===== config.mk =====
export PLATFORM = sky130hd
export DESIGN_NAME = mrq_ram
export DESIGN_NICKNAME = d
export VERILOG_FILES = /design/src/design/mrq_ram.sv
export SDC_FILE = /design/constraint.sdc
export NUM_CORES = 1
export LEC_CHECK = 0
export BUFFER_PORTS_ARGS = -buffer_cell sky130_fd_sc_hd__buf_2
export CAP_MARGIN = 40
export CORE_MARGIN = 4
export CORE_UTILIZATION = 40
export CTS_BUF_LIST = sky130_fd_sc_hd__clkbuf_4 sky130_fd_sc_hd__clkbuf_8
export DETAILED_ROUTE_END_ITERATION = 7
export MAX_ROUTING_LAYER = met4
export PLACE_DENSITY = 0.61
export REMOVE_ABC_BUFFERS = 1
export SLEW_MARGIN = 15
export SYNTH_ARGS = -nofsm -noshare
export SYNTH_HDL_FRONTEND = slang
export SYNTH_SLANG_ARGS = --single-unit

===== constraint.sdc =====
create_clock -name i_clk -period 1.89 [get_ports i_clk]
set_input_delay 0.0945 -clock i_clk [delete_from_list [all_inputs] [get_ports i_clk]]
set_output_delay 0.0945 -clock i_clk [all_outputs]
set_load 0.02 [all_outputs]

===== src/design/mrq_ram.sv =====
// Generic single-write, single-read RAM with registered read data.
module mrq_ram #(
    parameter int WIDTH = 8,
    parameter int DEPTH = 16
) (
    input  logic                     i_clk,
    input  logic                     i_we,
    input  logic [$clog2(DEPTH)-1:0] i_waddr,
    input  logic [WIDTH-1:0]         i_wdata,
    input  logic [$clog2(DEPTH)-1:0] i_raddr,
    output logic [WIDTH-1:0]         o_rdata
);

    logic [WIDTH-1:0] r_mem [DEPTH];
    logic [WIDTH-1:0] r_rdata;

    // Write port and registered read port
    always_ff @(posedge i_clk) begin
        if (i_we) begin
            r_mem[i_waddr] <= i_wdata;
        end
        r_rdata <= r_mem[i_raddr];
    end

    assign o_rdata = r_rdata;

endmodule


After elaboration in Yosys (flattened, before gate mapping)
Memory sizes are Yosys's and may differ from the RTL's. A register that Yosys moved wholly into a read port is not among the register bits.
Index checks and enable logic that the tools add are counted.

word-level totals
  memories = 1
  logic and storage cells = 3
  bits of input ports = 18
  register bits = 0
  RAM bits = 128

operators by class
  multiplexer cells = 2

memory list
  memory  depth  bits a word  read ports  clocked after memory_dff  write ports  RTL line  source
  r_mem   16     8            1           1                         1            14        logic [WIDTH-1:0] r_mem [DEPTH];

operator list
  operator  number
  $mux 1    2

Depth between registers and ports, before layout
  depth in word-level cells = 2
  gate-level depth with buffers = 5
  depth with buffers taken out = 3

Worst setup path after synthesis
No wires, ideal clock.

  path type = input -> register
  start = input port i_waddr[2]
  end = memory r_mem[0][0] (enable)
  cell stages on the path = 2
  arrival = 1,204 ps
  path buffers = 0
  path slack = 303 ps
  data required time = 1,507 ps
  path through = or3b_2 > nor3_1

RTL lines
  element             RTL line  source
  start: declaration  8         input logic [$clog2(DEPTH)-1:0] i_waddr,
  end: declaration    14

No word-level cell before the write port.

==> results.yml <==
logic_synthesis:
  syn_area_um2: 5147
  ys.flop_type: "edfxtp_1"
  yosysSeqAreaShare: 0.7778
  synth_cell_types: 19
  synth_edf_count: 128
  yosys_warnings: 0
  syn_avg_cell_area_um2: 22.48
  synth_seq_cells: 136
  async_reset_ff_frac: 0
  netlist_instances: 229
pwr:
  p_leak_nw: 2.038
  pwr_density_cell_nw_per_um2: 1045
  irDropWorstVdd_mv: 0.3703
  p_total_w: 0.006306
route:
  finalWirelength_mm: 9.386
  wl_per_cell_um: 20.01
  route.met2.wl_mm: 4.743
  viasPerCell: 5.032
  via_count: 2360
  drt_iter0_markers: 140
  routed.top_layer: "met4"
  first_pass_iters: 4
  antenna_left: 0
  drt-met1-wl_mm: 4.195
  remaining_drc_errors: 0
  wl_met3_um: 362
layout:
  nNetsFinal: 302
  syn2layout_area_growth_pct: 17.19
  layout-drive-gt1-share: 0.3266
  final_util: 0.4780
  fill_cells: 1069
  antenna_cells: 0
timing:
  fin_setup_tns_ns: 0
  drv_slew: 0
  skew_ns: 0.01011
  finalSetupViolations: 0
  timing.fmax_mhz: 711.8
  relSlewSlack: 0.7341
  layout_min_cycle_time_ns: 1.405
  tightest_slew_ns: 0.3974
  rsz0062_at_grt: "no"
  period_share: 0.7433
  hold_viol: 0
clock_tree:
  postCtsHoldBufs: 0
  clkSlewWorstSetupHoldPaths_ns: 0.08
  cts-root-buf: "clkbuf_8"
  cts.htree.levels: 4
  clock_latency_ns: 0.42
  clockBufferDepth: 2
  cts_buffers: 17
  cts_resized: 0
  cts.sinks: 136
  cts_setup_buffers: 0
  cts_tree: "yes"
grt:
  grt_pass1_wl_mm: 14.71
  grt_antenna_before_repair: 0
  overflow: 0
  grt_pass1_vias: 2572
  grt_use_total: 0.1440
  grt_max_degree: 33
floorplan:
  initial_utilization: 0.4079
  rows: 41
  ios: 26
  coreArea_um2: 12620
  die_w_um: 121.4
  die_h_um: 121.4
  die-area_um2: 14750
hold_path:
  hold_depth: 1
  hold_path.class: "input pin to flip-flop"
worst_setup_path:
  max_stage_delay_ns: 0.51
  startpoint_type: "flip-flop"
  cp-end-kind: "flip-flop"
  ff2ff_setup_slack_ns: 0.49
  cp_slowest_cell: "mux4_1"
  worst_r2r_path_depth: 3
  cp_data_arrival_time_ns: 1.71
  crit_chain: "mux4_1 > a22oi_1 > nand2_1"
  critical_path_class: "flip-flop to flip-flop"
  crit_required_ns: 2.19
  crit_fanout: 1
run:
  cap_violations: 0
placed_design:
  globalplace.congestion: 0.7258
  portBuffers: 25
  hpwl_mm: 6.051
outcome:
  outcome: "completed"
==> cells by family after synthesis <==
group | synth area share
mux | 0.1502
compound gates | 0.02334
flops | 0.7778
simple gates | 0.03184
buf+inv | 0.01677
==> critical path: cells and delay by family (launching register included) <==
kind             cells  cell delay, ns
multiplexers         1            0.51
AO/OA/AOI/OAI        1            0.31
flip-flops           1            0.39
AND/OR/NAND/NOR      1            0.09
==> state kept, by name, summed over array words and instances (netlist names) <==
signal,cells
r_mem,128
o_rdata,8
==> metrics by stage <==
| stage | hold slack (ns) | area, um^2 | cells | worst slack [ns] |
|---|---|---|---|---|
| 6_report | 0.05136 | 6032 | 469 | 0.4852 |
| 5_1_grt | 0.03951 | 6032 | 469 | 0.4411 |
| 4_1_cts | 0.03100 | 6032 | 469 | 0.5117 |
| 3_5_place_dp | 0.4893 | 5584 | 437 | 0.3044 |
| 3_3_place_gp | 0.4724 | 5584 | 437 | 0.3094 |
| 2_1_floorplan | 0.1934 | 5061 | 219 | 0.3026 |
==> metal layers <==
metal	track usage	vias to the layer above
li1	-	1082
met1	0.1833	1218
met2	0.2294	54
met3	0.04149	6
met4	0.03782	0
met5	-	-
==> final timing paths <==
path           startpoint           to
min reg2reg  r_mem[14][0]   o_rdata[0]
max           r_mem[0][5]   o_rdata[5]
max reg2reg   r_mem[0][5]   o_rdata[5]
min            i_wdata[1]  r_mem[6][1]
==> area by class of cell <==
cell class                      count  area [um^2]  area share
Clock buffer                       21        276.5     0.04584
Timing Repair Buffer               46        307.8     0.05103
Clock inverter                     11        171.4     0.02842
Multi-Input combinational cell     83         1057      0.1753
Sequential cell                   136         4004      0.6638
Tap cell                          172        215.2     0.03568
==> placed cells by master, fill, tap and decap left out, drive strengths merged <==
cell and instances:
a22oi 16, nand2b 2, clkinv 5, clkinvlp 2, nor2 13, nand3 1, clkbuf 21, nand3b 2
or3b 1, and2 1, mux4 32, buf 46, dfxtp 8, nor3 4, nor2b 1, and2b 1
edfxtp 128, nand2 9, bufinv 4
==> synthesized netlist by cell type, drive strengths merged, types with 2 or more instances <==
cell type	n	area, um^2
nand2b	2	12.51
buf	7	56.30
nand3b	2	15.01
nand2	9	33.78
dfxtp	8	160.2
clkdlybuf4s25	3	30.03
mux4	32	773.2
nor2	13	48.80
a22oi	16	120.1
edfxtp	128	3844
nor3	4	20.02
==> report_power, final <==
part / internal, W / switching [W] / leakage, nW
sequential: 0.00337 / 0.0000183 / 1.22
clock: 0.00154 / 0.00105 / 0.223
combinational: 0.000138 / 0.000191 / 0.591
total: 0.00505 / 0.00126 / 2.04
(Power assumes the default switching activity.)
