--- config.mk ---
export PLATFORM = sky130hd
export DESIGN_NAME = mrq_alu
export DESIGN_NICKNAME = d
export VERILOG_FILES = /design/src/design/mrq_pkg.sv /design/src/design/mrq_alu.sv
export SDC_FILE = /design/constraint.sdc
export NUM_CORES = 1
export LEC_CHECK = 0
export ABC_AREA = 1
export BUFFER_PORTS_ARGS = -buffer_cell sky130_fd_sc_hd__buf_2
export CORE_AREA = 2 2 93 95
export DETAILED_ROUTE_END_ITERATION = 10
export DIE_AREA = 0 0 95 97
export PLACE_DENSITY = 0.81
export SLEW_MARGIN = 20
export SYNTH_ARGS = -nofsm -noshare
export SYNTH_HDL_FRONTEND = slang
export SYNTH_SLANG_ARGS = --single-unit
--- constraint.sdc ---
create_clock -name vclk -period 7.22
set_input_delay 0.722 -clock vclk [all_inputs]
set_output_delay 0.722 -clock vclk [all_outputs]
set_load 0.1 [all_outputs]
--- src/design/mrq_pkg.sv ---
// Shared types, constants and helper functions for the multi-reader queue.
package mrq_pkg;

    // Storage sizing
    localparam int QUEUE_DEPTH = 256;
    localparam int MAX_READERS = 4;

    localparam int SLOT_W = $clog2(QUEUE_DEPTH);
    localparam int CNT_W  = $clog2(QUEUE_DEPTH + 1);
    localparam int RIDX_W = (MAX_READERS > 1) ? $clog2(MAX_READERS) : 1;
    localparam int RCNT_W = $clog2(MAX_READERS + 1);

    // Field widths
    localparam int CMD_W     = 2;
    localparam int READER_W  = 2;
    localparam int PAYLOAD_W = 64;
    localparam int SEQ_W     = 32;
    localparam int ACTIVE_W  = 3;
    localparam int STATUS_W  = 2;
    localparam int COUNT_W   = 9;

    // Stream packing
    localparam int S_USED_W   = READER_W + PAYLOAD_W + SEQ_W;
    localparam int S_TDATA_W  = ((S_USED_W + 7) / 8) * 8;
    localparam int M_USED_W   = PAYLOAD_W + SEQ_W + COUNT_W + COUNT_W;
    localparam int M_TDATA_W  = ((M_USED_W + 7) / 8) * 8;
    localparam int ENTRY_W    = PAYLOAD_W + SEQ_W;

    typedef enum logic [CMD_W-1:0] {
        CMD_PUSH    = 2'd0,
        CMD_READ    = 2'd1,
        CMD_ACK     = 2'd2,
        CMD_RECLAIM = 2'd3
    } t_cmd;

    typedef enum logic [STATUS_W-1:0] {
        ST_OK      = 2'd0,
        ST_EMPTY   = 2'd1,
        ST_FULL    = 2'd2,
        ST_NO_FREE = 2'd3
    } t_status;

    typedef enum logic [3:0] {
        S_IDLE,
        S_PUSH,
        S_RD_OLD,
        S_RD_OFF,
        S_RD_END,
        S_RD_MEM,
        S_RD_DATA,
        S_RC_MIN,
        S_RC_TGT,
        S_RC_CMP,
        S_RC_OLD,
        S_RC_D,
        S_DONE
    } t_state;

    // Request to and result from the shared 32-bit add/subtract unit
    typedef struct packed {
        logic             sub;
        logic [SEQ_W-1:0] a;
        logic [SEQ_W-1:0] b;
    } t_alu_req;

    typedef struct packed {
        logic [SEQ_W-1:0] y;
        logic             borrow;
    } t_alu_res;

    // Circular slot add; a below depth and b at most depth
    function automatic logic [SLOT_W-1:0] slot_add(input logic [SLOT_W-1:0] a,
                                                   input logic [CNT_W-1:0]  b);
        logic [CNT_W:0] sum;
        sum = {{(CNT_W + 1 - SLOT_W){1'b0}}, a} + {1'b0, b};
        if (sum >= (CNT_W + 1)'(QUEUE_DEPTH)) begin
            sum = sum - (CNT_W + 1)'(QUEUE_DEPTH);
        end
        return sum[SLOT_W-1:0];
    endfunction

    function automatic logic reader_ok(input logic [READER_W-1:0] r);
        return int'(r) < MAX_READERS;
    endfunction

    // Active reader count clamped to one..MAX_READERS
    function automatic logic [RCNT_W-1:0] clamp_readers(input logic [ACTIVE_W-1:0] n);
        logic [RCNT_W-1:0] res;
        if (n == '0) begin
            res = RCNT_W'(1);
        end else if (int'(n) > MAX_READERS) begin
            res = RCNT_W'(MAX_READERS);
        end else begin
            res = RCNT_W'(n);
        end
        return res;
    endfunction

endpackage

--- src/design/mrq_alu.sv ---
// Shared 32-bit add/subtract unit used by the arithmetic steps of the sequencer.
module mrq_alu (
    input  mrq_pkg::t_alu_req i_req,
    output mrq_pkg::t_alu_res o_res
);
    import mrq_pkg::*;

    logic [SEQ_W:0] ext;

    // Subtract with borrow out, or add modulo 2^32
    always_comb begin
        if (i_req.sub) begin
            ext = {1'b0, i_req.a} - {1'b0, i_req.b};
        end else begin
            ext = {1'b0, i_req.a} + {1'b0, i_req.b};
        end
        o_res.y      = ext[SEQ_W-1:0];
        o_res.borrow = i_req.sub & ext[SEQ_W];
    end

endmodule

Yosys cells after proc, flatten, opt, wreduce, memory -nomap -nowiden:

Index checks and enable logic that the tools add are counted.

* register bits: 0
* input bits: 65
* output and inout port bits: 33
* word-level logic and storage cells: 4

* add/subtract/negate cells: 2
* muxes and demuxes: 1
* bitwise gates (word level): 1

Operators by type and width (number)
* $add 32x32->33: 1
* $mux 33: 1
* $sub 32x32->33: 1
* $and 1x1->1: 1

Depth between registers and ports, before layout:

Gate-level depths: netlist (run 1).

* depth in word-level cells: 3
* gate-level depth with buffers: 21
* gate-level depth less buffers: 21

Worst setup path after synthesis (run 1):

Ideal clock, no wire load.

* path kind: input to output
* from: input i_req[1] (netlist bit)
* to: output o_res[14] (netlist bit)
* arrival: 3931 ps
* data required time: 6498 ps
* path slack: 2567 ps
* cell stages on the path: 17
* cell sequence: inv_1 > ha_1 > nand3_2 > nor2_4 > nand2_1 > nand2_1 > o21ai_1 > xor2_1 > inv_1 > ha_1 > nand2_1 > inv_1 > nand2_1 > inv_1 > a21oi_1 > nand2_2 > xor2_1

RTL lines
* start: declaration: line mrq_alu.sv:3 `input mrq_pkg::t_alu_req i_req,`
* end: declaration: line mrq_alu.sv:4 `output mrq_pkg::t_alu_res o_res`

==> impl_metrics.csv, run 1 <==
group,metric,value,unit
global_route,grt_max_degree,30,
timing,rsz0062_at_grt,"no",
yosys,yosysTopAreaCellShare,32.39,%
global_route,grt_pass1_wl,17330,µm
floorplan,rows,33,
power,power.density,188.0,mW/mm²
drt,drc,0,
finish,most-common-layout-cells,"nand2_1, inv_1, buf_2, nor2_1, nand3_1",
global_route,grt_pass1_vias,4096,
placed_design,dp_slack,2793,ps
finish,diodes,0,
floorplan,chipWidth,95,µm
finish,fin_area,0.004208,mm²
finish,fin_util,51.73,%
timing,slew_violations,0,
timing,timing.fmax,224.1,MHz
floorplan,io_pins,98,
placed_design,gp_congestion,0.9965,
worst_setup_path,worst-path-max-fanout,29,
floorplan,die_area,0.009215,mm²
timing,worst_slack,2757,ps
yosys,ys_warn_count,0,
timing,tightest_slew,813.3,ps
drt,wirelength,10230,µm
placed_design,io_buffers,98,
yosys,post-synth-top-area-cell,"nand2_1",
yosys,synth_area,0.003616,mm²
finish,clkbuf_count,0,
worst_setup_path,worstPathArrival,3740,ps
drt,wire_per_inst,10.70,µm
yosys,synthTopCellsByArea,"nand2_1, inv_1, ha_1, xor2_1, nor2_1",
yosys,synth_fp_nets,857,
min_path,hp-class,"in -> out",
yosys,yosysUniqueCellTypes,26,
worst_setup_path,end_kind,"output pin",
drt,antenna_left,0,
yosys,ys_seq_area_share,0,%
finish,seq_cells,0,
worst_setup_path,cp.required,6500,ps
drt,dr.pass1.iters,5,
job,drv_cap,0,
min_path,worstHoldEndpoint,"o_res[1]",
drt,drtIter0Drc,246,
worst_setup_path,path_cells,"buf_2 -> inv_1 -> nand2_1 -> o21ai_1 -> xor2_1 -> inv_1 -> ha_1 -> nand2_2 -> nor2_2 -> and2_1 -> nand2_1 -> nand2_2 -> xor2_1 -> buf_2",
floorplan,core,0.008134,mm²
timing,tns,0,ps
worst_setup_path,cpMaxStageDelayCell,"inv_1",
yosys,syn-instance-count,758,
global_route,overflow,0,
clocking,cts_resized,0,
placed_design,dpl_cell_area,0.004208,mm²
placed_design,dp_hpwl,9219,µm
floorplan,initial_core_util,44.45,%
clocking,cts_setup_buffers,0,
worst_setup_path,crit_family,"buffers and inverters",
drt,routed_via_density,4.667,
finish,ff_latch_area,0,µm²
timing,final-setup-viol-count,0,
worst_setup_path,crit_buf_inv,4,
outcome,status,"complete, no violations",
drt,vias,4462,
worst_setup_path,crit_type,"in -> out",
floorplan,die_height,97,µm
finish,area_growth,16.37,%
min_path,holdPathStages,4,
clocking,cts_hold_buf,0,
timing,relSlewSlack,45.72,%
yosys,syn-mean-instance-area,4.770,µm²
timing,finalHoldViolations,0,
finish,finalNetCount,952,
global_route,grt.total_usage,22.49,%
min_path,min_from,"i_req[0]",
global_route,antenna_found_initial,0,
timing,post-route-period-util,61.82,%
timing,period_needed,4463,ps
finish,layout-drive-gt1-share,15.75,%
worst_setup_path,cp_slowest_stage_delay,630,ps
worst_setup_path,startpoint_type,"primary input",
power,peakVddDrop,0.2070,mV
finish,layout_commonest_cell,"nand2_1",
power,p_leak,2.844,nW
[final cells by class]
class / instances / area (µm²)
fillers: 887 / 3926
inverters: 176 / 660.6
multi-input cells: 577 / 2925
well taps: 105 / 131.4
repair buffers: 98 / 490.5
[cells in the mapped netlist]
master      n
nand2_1   312
inv_1     174
nor2_1     74
nand3_1    44
xor2_1     37
ha_1       33
a21oi_1    21
nand2_2    14
o21ai_0     9
o21ai_1     7
nand3_2     5
nor2_2      5
nor3_2      4
buf_2       3
a21oi_2     2
and2_1      2
inv_2       2
nor2_4      2
a21o_1      1
buf_6       1
clkbuf_1    1
fa_1        1
nand3b_4    1
o21ai_2     1
o21bai_1    1
xnor2_1     1
[worst max path at each step]
stage,from,endpoint,slack (ps),cells after the start
2_1_floorplan,i_req[1],o_res[14],2570,17
3_3_place_gp,i_req[64],o_res[24],2810,16
3_5_place_dp,i_req[64],o_res[30],2790,17
4_1_cts,i_req[64],o_res[30],2790,17
5_1_grt,i_req[64],o_res[0],2360,16
6_report,i_req[64],o_res[17],2760,14
[layer usage]
| metal | vias to the layer above | track usage (%) | wire (µm) |
|---|---|---|---|
| met3 | 23 | 0.07788 | 563 |
| li1 | 2434 | - | - |
| met2 | 141 | 37.59 | 4553 |
| met5 | - | 0 | 0 |
| met1 | 1864 | 31.70 | 4798 |
| met4 | 0 | 6.132 | 316 |
[power by group]
| group | internal [mW] | switching (mW) | leakage (nW) |
|---|---|---|---|
| sequential | 0 | 0 | 0 |
| combinational | 0.158 | 0.633 | 2.84 |
| clock | 0 | 0 | 0 |
| total | 0.158 | 0.633 | 2.84 |
[through the flow]
step	hold slack (ps)	instances	total power, mW
floorplan	1902	758	0.6562
global placement	1962	956	0.7824
detailed placement	1961	956	0.7869
CTS	1963	956	0.7883
global route	1998	956	0.8467
finish	1959	956	0.7910
[logic make-up (layout without fill, tap and decap cells)]
kind of cell / Yosys count / after routing / synth area share [%]
adder cells (fa/ha/maj): 34 / 34 / 11.97
XOR/XNOR: 38 / 38 / 9.204
buffers and inverters: 181 / 274 / 19.10
AO/OA/AOI/OAI: 42 / 42 / 6.263
AND/OR/NAND/NOR: 463 / 463 / 53.46
Note: power is estimated with default switching activity, not from simulation.
==> run 2, diff against run 1 <==
PLACE_DENSITY = 0.84   (was 0.81)
clock period = 4.1 ns   (was 7.22 ns; I/O delays follow)
==> impl_metrics.csv, run 2 (synthesis results as in run 1) <==
group,metric,value,unit
outcome,status,"complete, no violations",
placed_design,dpl_cell_area,0.004215,mm²
floorplan,die_area,0.009215,mm²
clocking,cts_setup_buffers,0,
drt,wire_per_inst,11.02,µm
timing,final-setup-viol-count,0,
drt,drc,0,
worst_setup_path,path_cells,"buf_2 -> inv_1 -> o21ai_0 -> nand3_1 -> nand2_1 -> nand2_1 -> inv_1 -> ha_1 -> nand2_1 -> nor2_1 -> inv_1 -> nor3_2 -> nand2_1 -> nand2_1 -> nand2_1 -> nand2_1 -> buf_2",
drt,wirelength,10550,µm
drt,vias,4478,
global_route,grt.total_usage,22.94,%
worst_setup_path,cp.required,3690,ps
finish,clkbuf_count,0,
min_path,hp-class,"in -> out",
global_route,grt_max_degree,22,
placed_design,gp_congestion,0.9891,
drt,dr.pass1.iters,5,
power,p_leak,2.849,nW
placed_design,dp_hpwl,9548,µm
power,swShare,79.96,%
timing,rsz0062_at_grt,"no",
power,peakVddDrop,0.1980,mV
worst_setup_path,cp_slowest_stage_delay,490,ps
worst_setup_path,crit_buf_inv,5,
job,drv_cap,0,
worst_setup_path,cp.depth,17,
worst_setup_path,end_kind,"output pin",
drt,routed_via_density,4.679,
power,clock_power_share,0,%
timing,timing.fmax,272.8,MHz
timing,tns,0,ps
global_route,overflow,0,
clocking,cts_resized,0,
finish,area_growth,16.57,%
power,seq_power_share,0,%
worst_setup_path,crit_family,"buffers and inverters",
timing,period_needed,3666,ps
finish,ff_latch_area,0,µm²
worst_setup_path,crit_type,"in -> out",
placed_design,place_inst,957,
floorplan,chipWidth,95,µm
global_route,grt_pass1_wl,17590,µm
finish,multi_input_area,0.002925,mm²
floorplan,io_pins,98,
worst_setup_path,cpMaxStageDelayCell,"inv_1",
min_path,worstHoldEndpoint,"o_res[1]",
floorplan,die_height,97,µm
global_route,use_met2,39.44,%
worst_setup_path,crit_top_cell,"nand2_1",
power,p_comb_share,100.0,%
finish,finalNetCount,953,
worst_setup_path,worstPathArrival,3260,ps
timing,finalHoldViolations,0,
global_route,grt_use_met1,31.20,%
min_path,min_from,"i_req[0]",
floorplan,initial_core_util,44.45,%
floorplan,core,0.008134,mm²
finish,layout-drive-gt1-share,15.85,%
finish,diodes,0,
worst_setup_path,crit_path_start,"i_req[64]",
finish,fillers,942,
finish,fin_util,51.82,%
finish,seq_cells,0,
global_route,antenna_found_initial,0,
timing,post-route-period-util,89.42,%
drt,antenna_left,0,
finish,most-common-layout-cells,"nand2_1, inv_1, buf_2, nor2_1, nand3_1",
timing,tightest_slew,614.9,ps
global_route,grt.busiest_layer,"met2",
finish,instances_no_fill,957,
global_route,grt_pass1_vias,4187,
worst_setup_path,startpoint_type,"primary input",
power,power.density,330.9,mW/mm²
finish,layout_commonest_cell,"nand2_1",
timing,slew_violations,0,
drt,drtIter0Drc,231,
floorplan,rows,33,
finish,fin_area,0.004215,mm²
power,p_int,0.2796,mW
power,p_sw,1.115,mW
worst_setup_path,worst-path-max-fanout,21,
min_path,holdPathStages,4,
timing,hold-worst-slack,1343,ps
timing,relSlewSlack,58.96,%
global_route,use_met3,0.4673,%
clocking,cts_hold_buf,0,
placed_design,io_buffers,98,
-- run 2: cell types whose count changed in the layout (fill, tap and decap cells not counted), sizes merged --
cell,delta
buf,+1
-- run 2: through the flow --
step / worst slack (ps) / power [mW]
floorplan: 70.89 / 1.156
CTS: 459.3 / 1.391
global route: 100.4 / 1.494
detailed placement: 470.0 / 1.389
finish: 433.8 / 1.395
global placement: 510.8 / 1.380
-- run 2: power groups by stage --
stage / sequential [mW] / combinational, mW / clock (mW)
3_3_place_gp: 0 / 1.38 / 0
6_report: 0 / 1.39 / 0
5_1_grt: 0 / 1.49 / 0
4_1_cts: 0 / 1.39 / 0
3_5_place_dp: 0 / 1.39 / 0
2_1_floorplan: 0 / 1.16 / 0
-- run 2: area by class of cell --
| cell class | instances | share of cell area, % |
|---|---|---|
| tap | 105 | 3.117 |
| timing repair buffer | 99 | 11.81 |
| multi-input combinational | 577 | 69.40 |
| inverter | 176 | 15.67 |
-- run 2: how the worst max path moves through the flow --
stage	to	slack [ps]
6_report	o_res[29]	430
5_1_grt	o_res[27]	100
4_1_cts	o_res[29]	460
3_5_place_dp	o_res[27]	470
3_3_place_gp	o_res[31]	510
2_1_floorplan	o_res[14]	70
-- run 2: per-layer routing --
layer  wire length [µm]  share of wire (%)
met4                357                3.4
met2               4784                 45
met1               4822                 46
met5                  0                  0
met3                580                5.5
==> run 3, diff against run 2 <==
BUFFER_PORTS_ARGS = -buffer_cell sky130_fd_sc_hd__buf_4   (was -buffer_cell sky130_fd_sc_hd__buf_2)
CORE_AREA = 2 2 88 90   (was 2 2 93 95)
DIE_AREA = 0 0 90 92   (was 0 0 95 97)
PLACE_DENSITY = 0.91   (was 0.84)
==> impl_metrics.csv, run 3 (synthesis results as in run 1) <==
group,metric,value,unit
drt,wirelength,10420,µm
power,swShare,76.11,%
placed_design,place_inst,954,
worst_setup_path,end_kind,"output pin",
finish,area_growth,23.25,%
drt,routed_via_density,4.745,
timing,period_needed,3523,ps
global_route,antenna_found_initial,0,
finish,multi_input_area,0.002925,mm²
finish,finalNetCount,953,
clocking,cts_setup_buffers,0,
floorplan,initial_core_util,48.56,%
worst_setup_path,crit_type,"in -> out",
worst_setup_path,worst-path-max-fanout,5,
drt,dr.pass1.iters,5,
finish,fillers,774,
global_route,overflow,0,
worst_setup_path,crit_buf_inv,6,
drt,drc,0,
power,power.density,329.7,mW/mm²
power,p_leak,2.932,nW
floorplan,rows,32,
timing,post-route-period-util,85.92,%
floorplan,chipWidth,90,µm
drt,drtIter0Drc,272,
power,p_comb_share,100.0,%
finish,instances_no_fill,954,
placed_design,dpl_cell_area,0.004457,mm²
finish,layout_commonest_cell,"nand2_1",
timing,finalHoldViolations,0,
floorplan,die_height,92,µm
timing,relSlewSlack,62.08,%
timing,hold-worst-slack,1278,ps
power,p_sw,1.118,mW
finish,layout-drive-gt1-share,15.85,%
worst_setup_path,cp_slowest_stage_delay,360,ps
placed_design,gp_congestion,1.018,
worst_setup_path,worstPathArrival,3110,ps
finish,seq_cells,0,
floorplan,die_area,0.008280,mm²
timing,final-setup-viol-count,0,
power,seq_power_share,0,%
timing,tightest_slew,568.2,ps
worst_setup_path,startpoint_type,"primary input",
placed_design,dp_hpwl,9381,µm
finish,most-common-layout-cells,"nand2_1, inv_1, buf_4, nor2_1, nand3_1",
floorplan,io_pins,98,
drt,wire_per_inst,10.92,µm
min_path,hp-class,"in -> out",
timing,rsz0062_at_grt,"no",
global_route,grt_pass1_vias,4211,
worst_setup_path,cpMaxStageDelayCell,"ha_1",
worst_setup_path,crit_family,"simple AND/OR/NAND/NOR gates",
worst_setup_path,cp.required,3690,ps
clocking,cts_resized,0,
finish,clkbuf_count,0,
power,peakVddDrop,0.2916,mV
power,finalPower,1.469,mW
floorplan,core,0.007447,mm²
worst_setup_path,crit_top_cell,"nand2_1",
global_route,grt.total_usage,25.07,%
drt,vias,4527,
drt,antenna_left,0,
finish,fin_area,0.004457,mm²
worst_setup_path,path_cells,"buf_4 -> inv_1 -> ha_1 -> nand3_2 -> nor2_4 -> nand2_1 -> nand2_1 -> o21ai_1 -> xor2_1 -> inv_1 -> ha_1 -> nand2_1 -> inv_1 -> nand2_1 -> inv_1 -> a21oi_1 -> nand2_2 -> nand2_1 -> nand3_1 -> nand2_1 -> buf_4",
timing,timing.fmax,283.9,MHz
global_route,grt_max_degree,21,
placed_design,io_buffers,98,
global_route,grt_pass1_wl,17820,µm
job,drv_cap,0,
outcome,status,"complete, no violations",
power,clock_power_share,0,%
finish,ff_latch_area,0,µm²
timing,slew_violations,0,
finish,diodes,0,
timing,tns,0,ps
power,p_int,0.3510,mW
clocking,cts_hold_buf,0,
[run 3: cell types whose count changed in the layout (fill, tap and decap cells not counted)]
cell   delta
buf_4    +98
buf_2    -98
[run 3: area by class of cell]
type               count  share of cell area, %
repair buffers        99                  16.68
multi-input cells    577                  65.64
inverters            176                  14.82
well taps            102                  2.864
[run 3: path summary, 6_finish.rpt]
| check | slack [ps] | cells after the start | start | endpoint |
|---|---|---|---|---|
| hold / removal | 1280 | 4 | i_req[0] | o_res[1] |
| setup / recovery | 580 | 21 | i_req[1] | o_res[22] |
[run 3: power by group through the flow]
stage | Combinational (mW) | Clock [mW] | Sequential, mW
after global routing | 1.57 | 0 | 0
final | 1.47 | 0 | 0
after floorplan | 1.16 | 0 | 0
after global placement | 1.45 | 0 | 0
after CTS | 1.46 | 0 | 0
after detailed placement | 1.46 | 0 | 0
[run 3: routing by layer]
layer	routed length, µm	GRT usage (%)	up-vias
li1	-	-	2425
met1	4844	32.21	1961
met2	4935	47.31	125
met3	445	0.6574	16
met4	197	4.231	0
met5	0	0	-
[run 3: per-stage QoR]
stage | setup slack, ps | util [%]
2_1_floorplan | 70.89 | -
3_3_place_gp | 618.4 | 59.85
3_5_place_dp | 603.5 | 59.85
4_1_cts | 601.4 | 59.85
5_1_grt | 244.3 | 59.85
6_report | 577.1 | 59.85
